**src/sv/tcf_pkg.sv**
```systemverilog
`default_nettype none
package tcf_pkg;

    localparam int CORDIC_STEPS_DEF    = 16;
    localparam int ANGLE_FRAC_BITS_DEF = 8;

    localparam int TABLE_LEN = 24;
    localparam int TAB_W     = 30;
    localparam int CNT_W     = 5;
    localparam int VEC_W     = 44;
    localparam int ACC_W     = 34;
    localparam int SQ_W      = 48;
    localparam int SQ_STEPS  = 24;
    localparam int STATE_W   = 18;
    localparam int OUT_W     = 17;
    localparam int SAT_W     = 40;

    localparam logic signed [27:0] GYRO_GAIN   = 28'sd61520875;
    localparam logic [15:0]        ALPHA_RESET = 16'd64225;

    localparam int APB_AW = 3;
    localparam int APB_DW = 32;
    localparam logic [0:0] REG_BLEND_ALPHA = 1'b0;

    typedef enum logic [3:0] {
        S_IDLE,
        S_SQRT,
        S_RLOAD,
        S_RCORD,
        S_RSTORE,
        S_PLOAD,
        S_PCORD,
        S_PSTORE,
        S_SETTLE,
        S_DONE
    } t_state;

    typedef struct packed {
        logic             load_in;
        logic             sqrt_step;
        logic             cord_load;
        logic             cord_step;
        logic             cord_store;
        logic             sel_pitch;
        logic [CNT_W-1:0] step_idx;
        logic             finish;
    } t_dp_cmd;

    typedef struct packed {
        logic out_free;
    } t_dp_sts;

    function automatic logic [TAB_W-1:0] atan_tab(input logic [CNT_W-1:0] idx);
        logic [TAB_W-1:0] v;
        unique case (idx)
            5'd0:  v = 30'd754974720;
            5'd1:  v = 30'd445687602;
            5'd2:  v = 30'd235489088;
            5'd3:  v = 30'd119537938;
            5'd4:  v = 30'd60000934;
            5'd5:  v = 30'd30029717;
            5'd6:  v = 30'd15018523;
            5'd7:  v = 30'd7509720;
            5'd8:  v = 30'd3754917;
            5'd9:  v = 30'd1877466;
            5'd10: v = 30'd938734;
            5'd11: v = 30'd469367;
            5'd12: v = 30'd234684;
            5'd13: v = 30'd117342;
            5'd14: v = 30'd58671;
            5'd15: v = 30'd29335;
            5'd16: v = 30'd14668;
            5'd17: v = 30'd7334;
            5'd18: v = 30'd3667;
            5'd19: v = 30'd1833;
            5'd20: v = 30'd917;
            5'd21: v = 30'd458;
            5'd22: v = 30'd229;
            5'd23: v = 30'd115;
            default: v = '0;
        endcase
        return v;
    endfunction

    function automatic logic signed [STATE_W-1:0] sat_state(
        input logic signed [SAT_W-1:0] v
    );
        logic signed [STATE_W-1:0] r;
        if (v > 40'sd131071) begin
            r = 18'sh1FFFF;
        end else if (v < -40'sd131072) begin
            r = 18'sh20000;
        end else begin
            r = v[STATE_W-1:0];
        end
        return r;
    endfunction

    function automatic logic signed [OUT_W-1:0] sat_out(
        input logic signed [STATE_W-1:0] v
    );
        logic signed [OUT_W-1:0] r;
        if (v > 18'sd65535) begin
            r = 17'sh0FFFF;
        end else if (v < -18'sd65536) begin
            r = 17'sh10000;
        end else begin
            r = v[OUT_W-1:0];
        end
        return r;
    endfunction

endpackage
`default_nettype wire

```
**src/sv/tcf_ctrl.sv**
```systemverilog
`default_nettype none
module tcf_ctrl #(
    parameter int CORDIC_STEPS = tcf_pkg::CORDIC_STEPS_DEF
) (
    input  wire              i_clk,
    input  wire              i_rst_n,
    input  wire              i_in_valid,
    output logic             o_in_ready,
    input  tcf_pkg::t_dp_sts i_sts,
    output tcf_pkg::t_dp_cmd o_cmd
);
    import tcf_pkg::*;

    localparam int NSTEPS = (CORDIC_STEPS < TABLE_LEN) ? CORDIC_STEPS : TABLE_LEN;

    t_state           r_state, n_state;
    logic [CNT_W-1:0] r_cnt, n_cnt;

    always_ff @(posedge i_clk) begin
        if (!i_rst_n) begin
            r_state <= S_IDLE;
            r_cnt   <= '0;
        end else begin
            r_state <= n_state;
            r_cnt   <= n_cnt;
        end
    end

    always_comb begin
        n_state        = r_state;
        n_cnt          = r_cnt;
        o_in_ready     = 1'b0;
        o_cmd          = '0;
        o_cmd.step_idx = r_cnt;
        unique case (r_state)
            S_IDLE: begin
                o_in_ready = 1'b1;
                if (i_in_valid) begin
                    o_cmd.load_in = 1'b1;
                    n_cnt         = '0;
                    n_state       = S_SQRT;
                end
            end
            S_SQRT: begin
                o_cmd.sqrt_step = 1'b1;
                n_cnt           = r_cnt + 1'b1;
                if (r_cnt == CNT_W'(SQ_STEPS - 1)) begin
                    n_state = S_RLOAD;
                end
            end
            S_RLOAD: begin
                o_cmd.cord_load = 1'b1;
                n_cnt           = '0;
                n_state         = S_RCORD;
            end
            S_RCORD: begin
                o_cmd.cord_step = 1'b1;
                n_cnt           = r_cnt + 1'b1;
                if (r_cnt == CNT_W'(NSTEPS - 1)) begin
                    n_state = S_RSTORE;
                end
            end
            S_RSTORE: begin
                o_cmd.cord_store = 1'b1;
                n_state          = S_PLOAD;
            end
            S_PLOAD: begin
                o_cmd.cord_load = 1'b1;
                o_cmd.sel_pitch = 1'b1;
                n_cnt           = '0;
                n_state         = S_PCORD;
            end
            S_PCORD: begin
                o_cmd.cord_step = 1'b1;
                o_cmd.sel_pitch = 1'b1;
                n_cnt           = r_cnt + 1'b1;
                if (r_cnt == CNT_W'(NSTEPS - 1)) begin
                    n_state = S_PSTORE;
                end
            end
            S_PSTORE: begin
                o_cmd.cord_store = 1'b1;
                o_cmd.sel_pitch  = 1'b1;
                n_state          = S_SETTLE;
            end
            S_SETTLE: begin
                n_state = S_DONE;
            end
            S_DONE: begin
                if (i_sts.out_free) begin
                    o_cmd.finish = 1'b1;
                    n_state      = S_IDLE;
                end
            end
            default: begin
                n_state = S_IDLE;
            end
        endcase
    end

endmodule
`default_nettype wire

```
**config.mk**
```make
export PLATFORM = sky130hd
export DESIGN_NAME = tcf_ctrl
export DESIGN_NICKNAME = d
export VERILOG_FILES = /design/src/sv/tcf_pkg.sv /design/src/sv/tcf_ctrl.sv
export SDC_FILE = /design/constraint.sdc
export NUM_CORES = 1
export LEC_CHECK = 0
export ABC_AREA = 1
export BUFFER_PORTS_ARGS = -buffer_cell sky130_fd_sc_hd__buf_2
export CORE_UTILIZATION = 45
export CTS_CLUSTER_DIAMETER = 120
export DETAILED_ROUTE_END_ITERATION = 7
export PLACE_DENSITY = 0.7
export REMOVE_ABC_BUFFERS = 1
export SLEW_MARGIN = 20
export SYNTH_ARGS = -nofsm -noshare
export SYNTH_HDL_FRONTEND = slang
export SYNTH_SLANG_ARGS = --single-unit
```
**constraint.sdc**
```tcl
create_clock -name i_clk -period 1.9 [get_ports i_clk]
set_input_delay 0.19 -clock i_clk [delete_from_list [all_inputs] [get_ports i_clk]]
set_output_delay 0.19 -clock i_clk [all_outputs]
set_load 0.02 [all_outputs]
```
==> results.py <==
metrics = {
    "status": {
        "status": "finished clean",
    },
    "power_and_ir_drop": {
        "clkPwrFrac_pct": 13.4,
        "irDropWorstVdd_uv": 757,
        "power.net_switching_w": 0.000594,
        "power_w": 0.00111,
        "switching_share_pct": 53.3,
        "seqPwrFrac_pct": 26.8,
        "combPwrFrac_pct": 59.9,
        "p_leak_nw": 0.407,
        "p_int_w": 0.000520,
        "power.density_mw_per_mm2": 1480,
    },
    "critical_path": {
        "crit_path_end_kind": "output pin",
        "critical_path_arrival_ps": 1490,
        "cpPeakStageDelay_ps": 380,
        "path_max_fanout": 6,
        "cp-start-kind": "register",
        "r2r_slack_ps": 330,
        "cp.required_ps": 1710,
        "ff2ff_path_depth": 11,
        "critPathSlowestCell": "dfxtp_1",
        "worstPathCellList": "nor2_2, inv_1, nor2_2, nand2_1, inv_1, buf_2",
        "critPathKind": "register to output pin",
    },
    "sta": {
        "worst_pin_slew_ps": 290,
        "final.setup.tns_ps": 0,
        "finalWorstSetupSlack_ps": 224,
        "min_period_ps": 1680,
        "finalHoldViolCount": 0,
        "fmax_mhz": 597,
        "clock_skew_ps": 1.72,
        "rsz0062_at_grt": "false",
        "fin_crit_sh_pct": 88.2,
        "slew_headroom_pct": 80.6,
        "setup_violations": 0,
        "report.final.slew_viol_count": 0,
    },
    "placement": {
        "port_buffers": 16,
        "place_ws_ps": 346,
        "globalplace.congestion": 0.914,
        "dp_hpwl_mm": 1.21,
        "place_inst": 135,
    },
    "detailed_routing": {
        "ant_nets": 0,
        "wirelength_met1_um": 763,
        "drtPass1Iterations": 4,
        "vias_per_cell": 5.28,
        "route.vias.total": 734,
        "routed.top_layer": "met4",
        "wl_mm": 1.59,
        "routed-wl-met2_um": 725,
        "drt_iter0_markers": 35,
        "wl_per_cell_um": 11.4,
        "drc": 0,
        "routed-wl-met3_um": 93,
    },
    "floorplan": {
        "io_pins": 17,
        "rows": 13,
        "die_h_um": 39.4,
        "die_area_mm2": 0.00155,
        "die_x_um": 39.4,
        "initial_utilization_pct": 48.3,
        "core_mm2": 0.00130,
    },
    "layout": {
        "regArea_um2": 180,
        "fillers": 131,
        "multi_input_area_um2": 377,
        "layout.nets": 131,
        "syn_to_final_growth_pct": 19.9,
        "finalNonFillerCells": 139,
        "drive_gt1_share_pct": 25.0,
        "n_antenna_cell": 0,
    },
    "global_route": {
        "grt_antenna_before_repair": 0,
        "grt_max_degree": 7,
        "grt_pass1_wl_mm": 2.48,
        "grt_pass1_vias": 619,
        "grt_usage_pct": 23.4,
        "grt.overflow.total": 0,
    },
    "cts": {
        "postCtsHoldBufs": 0,
        "clock-sinks": 9,
        "cts_resized": 0,
        "post_cts_buffers": 0,
        "cts_buffer_depth": 2,
        "clk_pin_slew_ps": 60,
        "numCtsBuffers": 3,
        "cts-root-buf": "clkbuf_4",
        "clk_latency_ps": 260,
        "htreeDepth": 1,
        "cts_tree": "done",
    },
    "logic_synthesis": {
        "synth.avg_cell_area_um2": 6.04,
        "synth.top_cell.area_share_pct": 28.7,
        "synthesis.area_um2": 628,
        "yosysSeqAreaShare_pct": 28.7,
        "ys_warn_count": 0,
        "syn-instance-count": 104,
        "ys_ff_latch": 9,
        "synthDistinctLibCells": 19,
        "synth_area_leaders": "dfxtp_1, nand2_1, nor2_1",
        "yosys.area.top_type": "dfxtp_1",
    },
    "run": {
        "maxCapViolCount": 0,
    },
    "min_path": {
        "hp-class": "input port to register",
        "whs_path_depth": 3,
    },
}
==> worst max-delay path: cells and delay by family, from the launching register on <==
family                 cells  cell delay, ps
buffers and inverters      3             340
AND/OR/NAND/NOR            3             500
flip-flops                 1             380
==> worst paths after layout <==
path,start,endpoint
setup / recovery,r_state[0],o_cmd[11]
hold / removal,i_rst_n,r_state[2]
setup reg to reg,r_cnt[0],r_state[2]
hold reg to reg,r_cnt[3],r_cnt[3]
==> layout make-up <==
| class | count | share of cell area, % |
|---|---|---|
| multi-input cells | 76 | 50.0 |
| flip-flops and latches | 9 | 23.9 |
| repair buffers | 16 | 10.6 |
| inverters | 19 | 9.47 |
| clock buffers | 4 | 3.49 |
| well taps | 15 | 2.49 |
==> cells in the final DEF, fill, tap and decap left out, drive strengths merged <==
cell / netlist / final
ha: 2 / 2
o211ai: 1 / 1
nor2: 21 / 21
nand2: 22 / 22
dfxtp: 9 / 9
clkbuf: 0 / 4
inv: 19 / 19
nand3: 14 / 14
xor2: 1 / 1
buf: 0 / 16
nand4: 1 / 1
nand3b: 1 / 1
or2: 1 / 1
o21ai: 3 / 3
a21oi: 7 / 7
a22oi: 2 / 2
==> state kept, by name, summed over array words and instances, names as in the netlist <==
| name | flops |
|---|---|
| r_cnt | 5 |
| r_state | 4 |
==> per-stage QoR <==
stage / utilization (%) / hold WS [ps] / cell area (um^2)
final: 57.9 / 184 / 753
after CTS: 57.9 / 187 / 753
after floorplan: - / 311 / 628
after global placement: 55.9 / 457 / 727
after global routing: 57.9 / 186 / 753
after detailed placement: 55.9 / 459 / 727
==> cells by family after synthesis <==
family / synth area share, %
AOI/OAI and AO/OA: 12.2
xor gates and xnor gates: 1.39
adders and majority gates: 3.98
buffers and inverters: 11.4
DFF: 28.7
and+or+nand+nor: 42.4
==> power groups by stage <==
| stage | Sequential (W) | Clock [W] | Combinational [W] |
|---|---|---|---|
| floorplan | 0.000305 | 0 | 0.000471 |
| global placement | 0.000294 | 0 | 0.000650 |
| detailed placement | 0.000298 | 0 | 0.000654 |
| CTS | 0.000294 | 0.000149 | 0.000662 |
| global route | 0.000302 | 0.000160 | 0.000741 |
| finish | 0.000298 | 0.000149 | 0.000667 |
==> Yosys cell counts (all sizes together) <==
cell,count
nand4,1
dfxtp,9
a21oi,7
or2,1
nor2,21
xor2,1
inv,19
ha,2
nand3,14
nand3b,1
o211ai,1
nand2,22
o21ai,3
a22oi,2
==> metal layers <==
metal | vias to the layer above | global-route usage [%]
met5 | - | 0
met3 | 2 | 1.70
met1 | 329 | 30.5
met2 | 30 | 37.9
met4 | 0 | 12.1
li1 | 373 | -
Power figures use the tool's default switching activity.
